$ cat config.mk
export PLATFORM = sky130hd
export DESIGN_NAME = olst_cell
export DESIGN_NICKNAME = d
export VERILOG_FILES = /design/src/hdl/ordered_list_store_macros.svh /design/src/hdl/olst_pkg.sv /design/src/hdl/olst_cell.sv
export SDC_FILE = /design/constraint.sdc
export NUM_CORES = 1
export LEC_CHECK = 0
export BUFFER_PORTS_ARGS = -buffer_cell sky130_fd_sc_hd__buf_2
export CAP_MARGIN = 20
export CORE_ASPECT_RATIO = 0.8
export CORE_MARGIN = 2
export CORE_UTILIZATION = 25
export DETAILED_ROUTE_END_ITERATION = 8
export GPL_TIMING_DRIVEN = 1
export PLACE_DENSITY = 0.56
export SLEW_MARGIN = 25
export SYNTH_ARGS = -nofsm -noshare
export SYNTH_HDL_FRONTEND = slang
export SYNTH_SLANG_ARGS = --single-unit
$ cat constraint.sdc
create_clock -name clk -period 1.7 [get_ports clk]
set_input_delay 0 -clock clk [delete_from_list [all_inputs] [get_ports clk]]
set_output_delay 0 -clock clk [all_outputs]
set_load 0.1 [all_outputs]
$ cat src/hdl/ordered_list_store_macros.svh
// Assertion macros for the ordered list store controller.
`ifndef ORDERED_LIST_STORE_MACROS_SVH
`define ORDERED_LIST_STORE_MACROS_SVH

`ifndef NO_ASSERTIONS

// Same-cycle implication, disabled in reset.
`define OLST_ASSERT_IMP(label, clk, rst_n, ante, cons) \
	label: assert property (@(posedge clk) disable iff (!rst_n) (ante) |-> (cons)) \
		else $error("ordered list store: check failed");

// Next-cycle implication, disabled in reset.
`define OLST_ASSERT_NEXT(label, clk, rst_n, ante, cons) \
	label: assert property (@(posedge clk) disable iff (!rst_n) (ante) |=> (cons)) \
		else $error("ordered list store: check failed");

`else

`define OLST_ASSERT_IMP(label, clk, rst_n, ante, cons)
`define OLST_ASSERT_NEXT(label, clk, rst_n, ante, cons)

`endif

`endif

$ cat src/hdl/olst_pkg.sv
package olst_pkg;

	localparam int OP_W         = 3;
	localparam int POS_W        = 7;
	localparam int DATA_W       = 32;
	localparam int ST_W         = 2;
	localparam int CNT_OUT_W    = 7;
	localparam int CAPACITY_DEF = 64;

	typedef enum logic [OP_W-1:0] {
		OP_APPEND = 3'd0,
		OP_INSERT = 3'd1,
		OP_DROP   = 3'd2,
		OP_REMOVE = 3'd3,
		OP_READ   = 3'd4
	} op_t;

	typedef enum logic [ST_W-1:0] {
		ST_OK    = 2'd0,
		ST_FULL  = 2'd1,
		ST_EMPTY = 2'd2,
		ST_RANGE = 2'd3
	} status_t;

	// Per-cell controls
	typedef struct packed {
		logic load_word;
		logic take_left;
		logic take_right;
		logic rd_load;
		logic rd_shift;
	} cell_ctl_t;

	// Sequencer to cell row
	typedef struct packed {
		logic ins;
		logic rem;
		logic rd_load;
		logic rd_shift;
	} seq_ctl_t;

endpackage

$ cat src/hdl/olst_cell.sv
module olst_cell (
	input  logic                                    clk,
	input  olst_pkg::cell_ctl_t                     ctl,
	input  logic signed [olst_pkg::DATA_W-1:0]      value,
	input  logic signed [olst_pkg::DATA_W-1:0]      left_data,
	input  logic signed [olst_pkg::DATA_W-1:0]      right_data,
	input  logic signed [olst_pkg::DATA_W-1:0]      right_rd,
	output logic signed [olst_pkg::DATA_W-1:0]      data,
	output logic signed [olst_pkg::DATA_W-1:0]      rd
);
	import olst_pkg::*;

	logic signed [DATA_W-1:0] data_q;
	logic signed [DATA_W-1:0] rd_q;

	always_ff @(posedge clk) begin
		if (ctl.load_word) begin
			data_q <= value;
		end else if (ctl.take_left) begin
			data_q <= left_data;
		end else if (ctl.take_right) begin
			data_q <= right_data;
		end

		// read line: snapshot the row, then move one place towards cell 0 a cycle
		if (ctl.rd_load) begin
			rd_q <= data_q;
		end else if (ctl.rd_shift) begin
			rd_q <= right_rd;
		end
	end

	assign data = data_q;
	assign rd   = rd_q;

endmodule

==> impl_metrics.py <==
metrics = {
    "critical_path": {
        "critPathSlowestCell": "buf_2",
        "end_kind": "output port",
        "crit_family": "buffers and inverters",
        "cp-start-kind": "flop",
        "cp.arrival_ns": 1.14,
        "crit_required_ns": 1.70,
        "max_stage_delay_ns": 0.44,
        "cp_cell_sequence": "buf_2",
        "critPathKind": "flop to output port",
        "path_max_fanout": 2,
        "cp.buffers_inverters": 1,
    },
    "layout": {
        "fill_cells": 1164,
        "final_nets": 605,
        "antenna_cells": 0,
        "instances_no_fill": 647,
        "area_delta_synth_final_pct": 63.6,
        "drive_gt1_share_pct": 52.9,
        "final_common_cell": "buf_2",
        "final_cell_mix": "buf_2 (197), edfxtp_1 (64), dlygate4sd3_1 (62), mux2i_1 (32), nand2_1 (32)",
        "utilization_pct": 42.3,
    },
    "logic_synthesis": {
        "ys_ff_latch": 64,
        "yosysUniqueCellTypes": 13,
        "synth_area_per_cell_sq_um": 15.2,
        "synth_fp_nets": 343,
        "ys_seq_area_share_pct": 60.4,
        "yosysWarnings": 0,
        "synth_area_sq_mm": 0.00318,
        "netlist_instances": 209,
    },
    "clock_tree": {
        "cts_setup_buffers": 0,
        "cts_tree": "yes",
        "path_clk_slew_ns": 0.06,
        "cts_buffer_depth": 2,
        "htree_levels": 3,
        "worstSkewPairLatency_ns": 0.33,
        "cts-root-buf": "clkbuf_16",
        "cts_buffers": 9,
        "cts_sinks": 64,
    },
    "die": {
        "start_util_pct": 25.9,
        "dieWidth_microns": 130,
        "design.die.area_sq_mm": 0.0136,
        "core_area_sq_mm": 0.0123,
        "io_pins": 198,
        "dieHeight_microns": 105,
        "num_rows": 36,
    },
    "global_route": {
        "grt_max_degree": 65,
        "track_usage_pct": 13.7,
        "grt-ovfl-total": 0,
        "grt_antenna_before_repair": 1,
        "grt_pass1_vias": 2886,
        "grt_first_pass_wirelength_mm": 14.0,
    },
    "power": {
        "fin_total_pwr_mw": 6.08,
        "irDropWorstVdd_mv": 0.436,
        "leakagePower_nw": 2.45,
        "power_density_mw_per_mm2": 1170,
    },
    "detailed_routing": {
        "drt_iter0_markers": 84,
        "vias": 2702,
        "viasPerCell": 4.18,
        "drc": 0,
        "antenna_left": 0,
        "met2_wirelength_mm": 4.75,
        "wl_met1_mm": 3.63,
        "wirelength_mm": 9.39,
        "routed.top_layer": "met5",
        "met3_length_microns": 846,
        "drt_pre_antenna_iters": 4,
        "wire_per_inst_microns": 14.5,
    },
    "sta": {
        "layout_min_cycle_time_ns": 1.14,
        "max_slew.worst_pin.slew_ns": 0.633,
        "fmax_mhz": 874,
        "slew_violations": 0,
        "fin_skew_ns": 0.00880,
        "fin_hold_ws_ns": 0.0154,
        "post-route-period-util_pct": 67.3,
        "max_slew_margin_pct": 57.8,
        "fin_tns_setup_ns": 0,
        "setup_viol": 0,
        "rsz0062_at_grt": "false",
        "hold_viol_final": 0,
    },
    "hold_path": {
        "hold_path.class": "input port to flop",
    },
    "place": {
        "port_buffers": 197,
        "gp_congestion": 0.788,
        "dp_hpwl_mm": 6.48,
        "dp.cells": 569,
    },
    "flow_run": {
        "cap_violations": 0,
    },
    "run_status": {
        "status": "completed",
    },
}
report_power, final:
| group | internal, mW | total, mW | switching [mW] |
|---|---|---|---|
| Combinational | 0.502 | 2.11 | 1.61 |
| Clock | 1.28 | 1.94 | 0.663 |
| Sequential | 1.96 | 2.03 | 0.0741 |
area by class of cell:
cell class / count / area [sq um] / share of cell area, %
clock buffers: 10 / 229 / 4.40
clock inverters: 6 / 83.8 / 1.61
multi-input cells: 130 / 1080 / 20.8
flip-flops and latches: 64 / 1920 / 36.9
well taps: 171 / 214 / 4.11
repair buffers: 266 / 1670 / 32.1
repair_timing:
item                      in CTS  in global routing
hold buffers                  62                  0
gates resized for setup        0                  0
hold endpoints to repair      62                  0
metrics by stage:
stage | setup WS (ns) | cell area (sq um)
after CTS | 0.523 | 5200
after floorplan | 0.261 | 3180
after global placement | 0.483 | 4270
after detailed placement | 0.453 | 4270
final | 0.556 | 5200
after global routing | 0.511 | 5200
sequential cells by signal (all words and copies together), names as in the netlist:
register  count
data         32
rd           32
kinds of logic after synthesis:
logic type / count (synthesis) / synth area share, %
mux: 64 / 24.8
buf+inv: 15 / 5.55
flops: 64 / 60.4
compound gates: 32 / 5.04
simple gates: 34 / 4.17
path summary, 6_finish.rpt:
kind                                          from           endpoint  slack (ns)  cells after the start
worst min register to register  data[28]$_DFFE_PP_   rd[28]$_DFFE_PP_        0.57                      1
worst max-delay path            data[16]$_DFFE_PP_           data[16]        0.56                      1
worst max register to register  data[30]$_DFFE_PP_   rd[30]$_DFFE_PP_        0.76                      1
worst min-delay path                 right_data[9]  data[9]$_DFFE_PP_        0.02                      3
layer usage:
metal	vias to the layer above	track usage [%]
met5	-	0
met4	2	4.99
met3	18	5.53
met2	140	25.2
met1	1238	13.8
li1	1304	-
synth_stat cells:
cell type | count | area, sq um
nand2_1 | 32 | 120
or2_1 | 1 | 6.26
mux2_2 | 3 | 33.8
buf_2 | 6 | 30.0
edfxtp_1 | 64 | 1920
mux2i_1 | 32 | 320
buf_12 | 6 | 120
or3_1 | 1 | 6.26
o21ai_0 | 2 | 10.0
buf_6 | 2 | 22.5
mux2_4 | 29 | 435
o21ai_1 | 30 | 150
clkbuf_1 | 1 | 3.75
Note: power is estimated with default switching activity, not from simulation.
