**config.mk**
```make
export PLATFORM = sky130hd
export DESIGN_NAME = olst_ctrl
export DESIGN_NICKNAME = d
export VERILOG_FILES = /design/src/hdl/olst_pkg.sv /design/src/hdl/olst_ctrl.sv
export VERILOG_INCLUDE_DIRS = /design/src /design/src/hdl
export SDC_FILE = /design/constraint.sdc
export NUM_CORES = 1
export LEC_CHECK = 0
export BUFFER_PORTS_ARGS = -buffer_cell sky130_fd_sc_hd__buf_2
export CORE_MARGIN = 2
export CORE_UTILIZATION = 60
export DETAILED_ROUTE_END_ITERATION = 8
export GPL_TIMING_DRIVEN = 0
export PLACE_DENSITY = 0.87
export SLEW_MARGIN = 20
export SYNTH_ARGS = -nofsm -noshare
export SYNTH_HDL_FRONTEND = slang
export SYNTH_SLANG_ARGS = --single-unit
```
**constraint.sdc**
```tcl
create_clock -name clk -period 4.3 [get_ports clk]
set_input_delay 0.86 -clock clk [delete_from_list [all_inputs] [get_ports clk]]
set_output_delay 0.86 -clock clk [all_outputs]
set_load 0.005 [all_outputs]
```
**src/hdl/ordered_list_store_macros.svh**
```systemverilog
// Assertion macros for the ordered list store controller.
`ifndef ORDERED_LIST_STORE_MACROS_SVH
`define ORDERED_LIST_STORE_MACROS_SVH

`ifndef NO_ASSERTIONS

// Same-cycle implication, disabled in reset.
`define OLST_ASSERT_IMP(label, clk, rst_n, ante, cons) \
	label: assert property (@(posedge clk) disable iff (!rst_n) (ante) |-> (cons)) \
		else $error("ordered list store: check failed");

// Next-cycle implication, disabled in reset.
`define OLST_ASSERT_NEXT(label, clk, rst_n, ante, cons) \
	label: assert property (@(posedge clk) disable iff (!rst_n) (ante) |=> (cons)) \
		else $error("ordered list store: check failed");

`else

`define OLST_ASSERT_IMP(label, clk, rst_n, ante, cons)
`define OLST_ASSERT_NEXT(label, clk, rst_n, ante, cons)

`endif

`endif

```
**src/hdl/olst_pkg.sv**
```systemverilog
package olst_pkg;

	localparam int OP_W         = 3;
	localparam int POS_W        = 7;
	localparam int DATA_W       = 32;
	localparam int ST_W         = 2;
	localparam int CNT_OUT_W    = 7;
	localparam int CAPACITY_DEF = 64;

	typedef enum logic [OP_W-1:0] {
		OP_APPEND = 3'd0,
		OP_INSERT = 3'd1,
		OP_DROP   = 3'd2,
		OP_REMOVE = 3'd3,
		OP_READ   = 3'd4
	} op_t;

	typedef enum logic [ST_W-1:0] {
		ST_OK    = 2'd0,
		ST_FULL  = 2'd1,
		ST_EMPTY = 2'd2,
		ST_RANGE = 2'd3
	} status_t;

	// Per-cell controls
	typedef struct packed {
		logic load_word;
		logic take_left;
		logic take_right;
		logic rd_load;
		logic rd_shift;
	} cell_ctl_t;

	// Sequencer to cell row
	typedef struct packed {
		logic ins;
		logic rem;
		logic rd_load;
		logic rd_shift;
	} seq_ctl_t;

endpackage

```
**src/hdl/olst_ctrl.sv**
```systemverilog
`include "ordered_list_store_macros.svh"

module olst_ctrl #(
	parameter int CAPACITY = olst_pkg::CAPACITY_DEF,
	parameter int CMP_W    = 7
) (
	input  logic                                  clk,
	input  logic                                  arst_n,
	input  logic                                  in_valid,
	output logic                                  in_stall,
	input  logic [olst_pkg::OP_W-1:0]             op,
	input  logic [olst_pkg::POS_W-1:0]            position,
	output logic                                  out_valid,
	input  logic                                  out_stall,
	output logic [olst_pkg::ST_W-1:0]             status,
	output logic signed [olst_pkg::DATA_W-1:0]    read_value,
	output logic [olst_pkg::CNT_OUT_W-1:0]        count,
	input  logic signed [olst_pkg::DATA_W-1:0]    rd_head,
	output olst_pkg::seq_ctl_t                    seq,
	output logic [CMP_W-1:0]                      at
);
	import olst_pkg::*;

	localparam int CNT_W = $clog2(CAPACITY + 1);

	typedef enum logic {
		S_IDLE,
		S_READ
	} state_t;

	state_t                   state_q;
	logic [CNT_W-1:0]         count_q;
	logic [POS_W-1:0]         rd_cnt_q;
	logic                     pend_valid_q;
	status_t                  pend_status_q;
	logic signed [DATA_W-1:0] pend_value_q;
	logic [CNT_OUT_W-1:0]     pend_count_q;
	logic                     out_valid_q;
	status_t                  out_status_q;
	logic signed [DATA_W-1:0] out_value_q;
	logic [CNT_OUT_W-1:0]     out_count_q;

	op_t                      op_c;
	logic [CMP_W-1:0]         c_x;
	logic [CMP_W-1:0]         p_x;
	logic                     is_full;
	logic                     is_empty;
	logic                     accept;
	status_t                  dec_status;
	logic signed [DATA_W-1:0] dec_value;
	logic [CNT_W-1:0]         dec_count;
	logic                     dec_ins;
	logic                     dec_rem;
	logic                     dec_rd;
	logic [CMP_W-1:0]         dec_at;

	assign op_c     = op_t'(op);
	assign c_x      = CMP_W'(count_q);
	assign p_x      = CMP_W'(position);
	assign is_full  = (count_q == CNT_W'(CAPACITY));
	assign is_empty = (count_q == '0);
	assign in_stall = (state_q != S_IDLE) || pend_valid_q;
	assign accept   = in_valid && !in_stall;

	always_comb begin
		dec_status = ST_OK;
		dec_value  = '0;
		dec_count  = count_q;
		dec_ins    = 1'b0;
		dec_rem    = 1'b0;
		dec_rd     = 1'b0;
		dec_at     = p_x;
		unique case (op_c) inside
			OP_APPEND: begin
				if (is_full) begin
					dec_status = ST_FULL;
					dec_value  = '1;
				end else begin
					dec_ins   = 1'b1;
					dec_at    = c_x;
					dec_count = count_q + CNT_W'(1);
				end
			end
			OP_INSERT: begin
				if (p_x > c_x) begin
					dec_status = ST_RANGE;
					dec_value  = '1;
				end else if (is_full) begin
					dec_status = ST_FULL;
					dec_value  = '1;
				end else begin
					dec_ins   = 1'b1;
					dec_count = count_q + CNT_W'(1);
				end
			end
			OP_DROP: begin
				if (is_empty) begin
					dec_status = ST_EMPTY;
					dec_value  = '1;
				end else begin
					dec_count = count_q - CNT_W'(1);
				end
			end
			OP_REMOVE, OP_READ: begin
				if (is_empty) begin
					dec_status = ST_EMPTY;
					dec_value  = '1;
				end else if (p_x >= c_x) begin
					dec_status = ST_RANGE;
					dec_value  = '1;
				end else if (op_c == OP_READ) begin
					dec_rd = 1'b1;
				end else begin
					dec_rem   = 1'b1;
					dec_count = count_q - CNT_W'(1);
				end
			end
			default: begin
				dec_status = ST_OK;
			end
		endcase
	end

	assign seq.ins      = accept && dec_ins;
	assign seq.rem      = accept && dec_rem;
	assign seq.rd_load  = accept && dec_rd;
	assign seq.rd_shift = (state_q == S_READ) && (rd_cnt_q != '0);
	assign at           = dec_at;

	always_ff @(posedge clk or negedge arst_n) begin
		if (!arst_n) begin
			state_q       <= S_IDLE;
			count_q       <= '0;
			rd_cnt_q      <= '0;
			pend_valid_q  <= 1'b0;
			pend_status_q <= ST_OK;
			pend_value_q  <= '0;
			pend_count_q  <= '0;
			out_valid_q   <= 1'b0;
			out_status_q  <= ST_OK;
			out_value_q   <= '0;
			out_count_q   <= '0;
		end else begin
			if (out_valid_q && !out_stall) begin
				out_valid_q <= 1'b0;
			end
			// advance the pending item into the output register when it frees
			if (pend_valid_q && (!out_valid_q || !out_stall)) begin
				out_valid_q  <= 1'b1;
				out_status_q <= pend_status_q;
				out_value_q  <= pend_value_q;
				out_count_q  <= pend_count_q;
				pend_valid_q <= 1'b0;
			end

			unique case (state_q)
				S_IDLE: begin
					if (accept) begin
						count_q <= dec_count;
						if (dec_rd) begin
							rd_cnt_q <= position;
							state_q  <= S_READ;
						end else begin
							pend_valid_q  <= 1'b1;
							pend_status_q <= dec_status;
							pend_value_q  <= dec_value;
							pend_count_q  <= CNT_OUT_W'(dec_count);
						end
					end
				end
				S_READ: begin
					if (rd_cnt_q == '0) begin
						pend_valid_q  <= 1'b1;
						pend_status_q <= ST_OK;
						pend_value_q  <= rd_head;
						pend_count_q  <= CNT_OUT_W'(count_q);
						state_q       <= S_IDLE;
					end else begin
						rd_cnt_q <= rd_cnt_q - POS_W'(1);
					end
				end
				default: begin
					state_q <= S_IDLE;
				end
			endcase
		end
	end

	assign out_valid  = out_valid_q;
	assign status     = out_status_q;
	assign read_value = out_value_q;
	assign count      = out_count_q;

	`OLST_ASSERT_IMP(a_count_cap, clk, arst_n, 1'b1, count_q <= CNT_W'(CAPACITY))
	`OLST_ASSERT_IMP(a_read_blocks, clk, arst_n, state_q == S_READ, in_stall)
	`OLST_ASSERT_NEXT(a_drop_count, clk, arst_n,
		accept && op_c == OP_DROP && !is_empty, count_q == $past(count_q) - CNT_W'(1))
	`OLST_ASSERT_NEXT(a_read_enter, clk, arst_n,
		accept && dec_rd, state_q == S_READ && !pend_valid_q)

endmodule

```
==> flow_metrics.py, run 1 <==
metrics = {
    "cells_and_area": {
        "syn2layout_area_growth_pct": 17.3,
        "final_cell_area_mm2": 0.00587,
        "drive_gt1_frac": 0.308,
        "fin_nets": 668,
        "final_util": 0.721,
        "antenna_cells": 0,
    },
    "setup_path": {
        "reg2reg_to": "pend_value_q[0]",
        "cp-start-kind": "flop",
        "critPathTopFamily": "buffers and inverters",
        "cp_slowest_cell": "clkbuf_1",
        "cp.arrival_ns": 3.00,
        "critPathCaptureType": "output port",
        "required_ns": 3.44,
        "r2r-start": "c_x[4]",
        "cp_cell_sequence": "clkbuf_1 -> inv_1 -> ha_1 -> a21oi_1 -> o21a_1 -> o21a_1 -> nand3_1 -> inv_1 -> buf_2",
        "worst-r2r-cell-count": 10,
        "crit_buf_inv": 4,
        "cp_slowest_stage_delay_ns": 0.38,
        "r2r_slack_ns": 1.16,
        "crit_type": "reg -> out",
        "path_max_fanout": 10,
    },
    "power_and_ir_drop": {
        "p_sw_frac": 0.383,
        "p_comb_frac": 0.375,
        "seqPwrFrac": 0.422,
        "p_clk_frac": 0.202,
        "powerDensity_mw_per_mm2": 530,
        "p_switching_uw": 1190,
        "p_leak_uw": 0.00298,
        "intPower_uw": 1920,
        "peakVddDrop_v": 0.000200,
    },
    "sta": {
        "fmax_ghz": 0.259,
        "finalCriticalPeriod_ns": 3.86,
        "tightest_slew_ns": 0.653,
        "hold_violations": 0,
        "layout_setup_ws_ns": 0.436,
        "drv_slew": 0,
        "slew_headroom": 0.565,
        "skew_ns": 0.0168,
        "fin_crit_sh": 0.899,
        "finalSetupTns_ns": 0,
        "finalSetupViolCount": 0,
        "hold_ws_ns": 0.352,
        "rsz0062_at_grt": "false",
    },
    "clock_tree": {
        "post_cts.repair.setup_buffers": 0,
        "cts_max_path_buffers": 2,
        "hold_buffers": 0,
        "path_clk_slew_ns": 0.10,
        "root_buffer": "clkbuf_8",
        "cts_buffers": 9,
        "post_cts_resized": 0,
        "cts_tree": "yes",
        "cts_num_sinks": 99,
        "clkLatencyLatePin_ns": 0.37,
        "cts.htree.levels": 3,
    },
    "detailed_routing": {
        "wire_per_inst_um": 18.4,
        "first_pass_iters": 4,
        "ant_nets": 0,
        "drc": 0,
        "vias": 4427,
        "vias_per_cell": 6.13,
        "drtIter0Drc": 332,
        "wl_um": 13300,
    },
    "global_route": {
        "antenna_found_initial": 0,
        "grt_use_met1": 0.396,
        "grtUsageMet3": 0.0522,
        "grt_overflow": 0,
        "grt_most_used_layer": "met2",
        "grt_max_degree": 71,
        "gr-usage-all-layers": 0.302,
        "grt_pass1_vias": 4243,
        "use_met2": 0.511,
        "grt_pass1_wl_um": 20900,
    },
    "yosys": {
        "ys_seq_area_frac": 0.495,
        "yosysWarnings": 0,
        "synth_edf_count": 0,
        "ys_async_sr_fraction": 1.00,
        "synth.cell_area_mm2": 0.00500,
        "syn_avg_cell_area_um2": 9.98,
        "synthCells": 501,
        "synth_nets": 557,
        "ys_seq_elements": 99,
        "synthDistinctLibCells": 66,
        "synth-main-ff-cell": "dfrtp_1",
    },
    "die": {
        "io_pins": 100,
        "row_count": 33,
        "coreArea_mm2": 0.00813,
        "die_w_um": 95.3,
        "dieArea_mm2": 0.00908,
        "start_util": 0.615,
        "die_h_um": 95.3,
    },
    "job": {
        "max-cap-violations": 0,
    },
    "placement": {
        "pre_cts_slack_ns": 0.868,
        "place_area_mm2": 0.00566,
        "dp_hpwl_um": 9730,
        "gp_congestion": 1.01,
        "port_buffers": 99,
    },
    "min_path": {
        "hp-class": "in -> async",
    },
    "status": {
        "status": "finished, final reports clean",
    },
}
[Yosys cell counts, types with 3 or more instances]
cell	number	area share
a21o_1	4	0.0060
a21oi_1	19	0.019
a22oi_1	3	0.0045
a31oi_1	3	0.0038
and2_1	3	0.0038
buf_2	5	0.0050
buf_4	6	0.0090
clkbuf_1	17	0.013
dfrtp_1	99	0.50
ha_1	10	0.025
inv_1	13	0.0098
mux2_2	41	0.092
nand2_1	67	0.050
nand3_1	77	0.077
nand4_1	4	0.0050
nor2_1	19	0.014
nor2_2	3	0.0038
nor2b_1	3	0.0038
nor3_1	5	0.0050
o211ai_1	9	0.014
o21a_1	5	0.0075
o21ai_0	13	0.013
o21ai_1	11	0.011
o22ai_1	4	0.0050
o31ai_1	3	0.0045
[sequential cells by signal, summed over array words and instances (netlist names)]
name,count
status,2
read_value,32
pend_value_q,32
pend_valid_q,1
c_x,7
state_q,1
out_valid,1
rd_cnt_q,7
pend_status_q,2
count,7
pend_count_q,7
[cells in the final DEF, fill, tap and decap left out, types with 3 or more instances in the layout]
master    instances
a21o_1            4
a21oi_1          19
nor2_2            3
nor2_1           19
o31ai_1           3
o21a_1            5
a31oi_1           3
clkbuf_8          9
dfrtp_1          99
buf_2           103
ha_1             10
nor2b_1           3
inv_1            13
mux2_2           41
and2_1            3
clkbuf_1         17
nand4_1           4
nand2_1          67
buf_4             6
o21ai_1          11
nor3_1            5
o211ai_1          9
o21ai_0          13
o22ai_1           4
nand3_1          77
a22oi_1           3
[worst max-delay path by stage]
stage / to / cells after the start / start
final: seq[1] / 9 / c_x[4]
after global routing: seq[1] / 9 / c_x[4]
after CTS: seq[1] / 9 / c_x[4]
after detailed placement: seq[1] / 8 / position[6]
after global placement: seq[1] / 8 / position[6]
after floorplan: seq[2] / 5 / position[6]
[per-stage QoR]
| step | cells | power [uW] |
|---|---|---|
| floorplan | 501 | 2060 |
| global placement | 705 | 2420 |
| detailed placement | 706 | 2480 |
| CTS | 722 | 3100 |
| global route | 722 | 3300 |
| finish | 722 | 3110 |
[final cells by class]
cell class	instances	area, um^2
Timing Repair Buffer	100	529
Fill cell	606	2270
Clock inverter	7	81.3
Tap cell	105	131
Clock buffer	9	124
Inverter	15	56.3
Sequential cell	99	2480
Multi-Input combinational cell	357	2320
Buffer	30	149
[power groups by stage]
stage          Clock [uW]  Combinational [uW]  Sequential, uW
3_5_place_dp            0                1150            1320
4_1_cts               627                1160            1310
5_1_grt               666                1300            1340
6_report              628                1170            1310
2_1_floorplan           0                 762            1300
3_3_place_gp            0                1110            1310
[per-layer routing]
layer,routed length [um],up-vias
met5,0,-
met1,5540,2192
met3,858,24
met4,276,0
li1,-,2024
met2,6600,187
[kinds of logic (layout without fill, tap and decap cells)]
group,count (synthesis),count (layout),synth area share
adder cells (fa/ha/maj),10,10,0.0250
AO/OA/AOI/OAI,99,99,0.138
AND/OR/NAND/NOR,204,204,0.203
XOR/XNOR,1,1,0.00175
multiplexers,43,43,0.0963
buffers and inverters,45,161,0.0410
flip-flops,99,99,0.495
No activity file was read; power rests on OpenSTA's default activity.
==> run 2, diff against run 1 <==
CELL_PAD_IN_SITES_DETAIL_PLACEMENT = 1   (was unset)
CELL_PAD_IN_SITES_GLOBAL_PLACEMENT = 1   (was unset)
CORE_UTILIZATION = 46   (was 60)
==> run 2 against run 1 <==
Effect of this change: clock-buffer cell count stayed put; sequential power hardly changed; routed wire length up 15%; die area grew 29%; utilization down 17 points; sequential share of layout area down 0.37 points; largest cell class unchanged.
==> flow_metrics.py, run 2 (same netlist as run 1, synthesis figures left out) <==
metrics = {
    "status": {
        "status": "finished, final reports clean",
    },
    "die": {
        "start_util": 0.466,
        "die_h_um": 108,
        "dieArea_mm2": 0.0117,
        "die_w_um": 108,
        "row_count": 38,
        "io_pins": 100,
        "coreArea_mm2": 0.0107,
    },
    "sta": {
        "rsz0062_at_grt": "false",
        "slew_headroom": 0.464,
        "fin_crit_sh": 0.920,
        "skew_ns": 0.0120,
        "tightest_slew_ns": 0.804,
        "drv_slew": 0,
        "finalCriticalPeriod_ns": 3.95,
        "hold_violations": 0,
        "finalSetupViolCount": 0,
        "finalSetupTns_ns": 0,
        "fmax_ghz": 0.253,
    },
    "setup_path": {
        "required_ns": 3.44,
        "cp.arrival_ns": 3.09,
        "crit_type": "reg -> out",
        "critPathCaptureType": "output port",
        "path_max_fanout": 10,
        "cp-start-kind": "flop",
    },
    "power_and_ir_drop": {
        "p_leak_uw": 0.00297,
        "powerDensity_mw_per_mm2": 539,
        "peakVddDrop_v": 0.000183,
    },
    "clock_tree": {
        "cts_num_sinks": 99,
        "cts_tree": "yes",
        "clkLatencyLatePin_ns": 0.38,
        "root_buffer": "clkbuf_8",
        "path_clk_slew_ns": 0.09,
        "cts.htree.levels": 3,
        "hold_buffers": 0,
        "cts_buffers": 9,
        "post_cts.repair.setup_buffers": 0,
        "cts_max_path_buffers": 2,
        "post_cts_resized": 0,
    },
    "detailed_routing": {
        "vias_per_cell": 5.86,
        "wl_um": 15300,
        "drtIter0Drc": 252,
        "wire_per_inst_um": 20.2,
        "vias": 4430,
        "drc": 0,
        "ant_nets": 0,
        "first_pass_iters": 4,
    },
    "cells_and_area": {
        "final_cell_mix": "buf_2 (103), dfrtp_1 (99), nand3_1 (77)",
        "fin_nets": 668,
        "syn2layout_area_growth_pct": 18.3,
        "antenna_cells": 0,
        "finalNonFillerCells": 756,
        "drive_gt1_frac": 0.307,
        "mostFrequentLayoutCell": "buf_2",
    },
    "global_route": {
        "grt_max_degree": 72,
        "gr-usage-all-layers": 0.271,
        "antenna_found_initial": 0,
        "grt_pass1_wl_um": 24300,
        "grt_overflow": 0,
        "grt_pass1_vias": 4552,
    },
    "min_path": {
        "hp-class": "in -> async",
    },
    "placement": {
        "port_buffers": 99,
        "gp_congestion": 0.885,
        "dp.cells": 741,
        "dp_hpwl_um": 11300,
    },
    "job": {
        "max-cap-violations": 0,
    },
}
==> run 2: final cells by class <==
type	count	area, um^2
Buffer	30	149
Clock buffer	9	124
Clock inverter	6	88.8
Fill cell	1262	4830
Inverter	15	56.3
Multi-Input combinational cell	357	2320
Sequential cell	99	2480
Tap cell	140	175
Timing Repair Buffer	100	529
==> run 2: power by group <==
| part | switching [uW] | total, uW | internal, uW |
|---|---|---|---|
| Clock | 329 | 654 | 325 |
| Sequential | 170 | 1320 | 1150 |
| Combinational | 727 | 1210 | 486 |
==> run 2: path summary, 6_finish.rpt <==
kind / startpoint / end / slack, ns / depth (start not counted)
min reg2reg: pend_value_q[6] / pend_value_q[6] / 0.50 / 2
min in group clk: pend_value_q[6] / pend_value_q[6] / 0.50 / 2
max: c_x[4] / seq[1] / 0.35 / 9
max reg2reg: c_x[4] / pend_count_q[4] / 0.88 / 9
min: arst_n / count[3] / 0.35 / 1
max in group asynchronous: arst_n / rd_cnt_q[0] / 3.32 / 2
==> run 2: per-layer routing <==
layer,vias to the layer above,global-route usage,share of wire
met5,-,0,0
met4,0,0.0788,0.016
met3,18,0.0434,0.046
met2,137,0.475,0.52
met1,2253,0.347,0.42
li1,2022,-,-
==> run 2: metrics by stage <==
stage / cell area [um^2] / utilization / hold slack, ns / worst slack, ns / power, uW
5_1_grt: 5920 / 0.551 / 0.353 / 0.110 / 3380
2_1_floorplan: 5000 / - / 0.456 / 1.41 / 2060
3_5_place_dp: 5710 / 0.531 / 0.479 / 0.771 / 2540
6_report: 5920 / 0.551 / 0.350 / 0.346 / 3190
3_3_place_gp: 5670 / 0.528 / 0.468 / 0.829 / 2450
4_1_cts: 5920 / 0.551 / 0.346 / 0.337 / 3200
==> run 2: worst max-delay path, cell delays in order, from the launching register on <==
cell and delay, ns:
dfrtp_1 0.34, clkbuf_1 0.42, inv_1 0.27, ha_1 0.37
a21oi_1 0.25, o21a_1 0.21, o21a_1 0.25, nand3_1 0.26
inv_1 0.20, buf_2 0.14
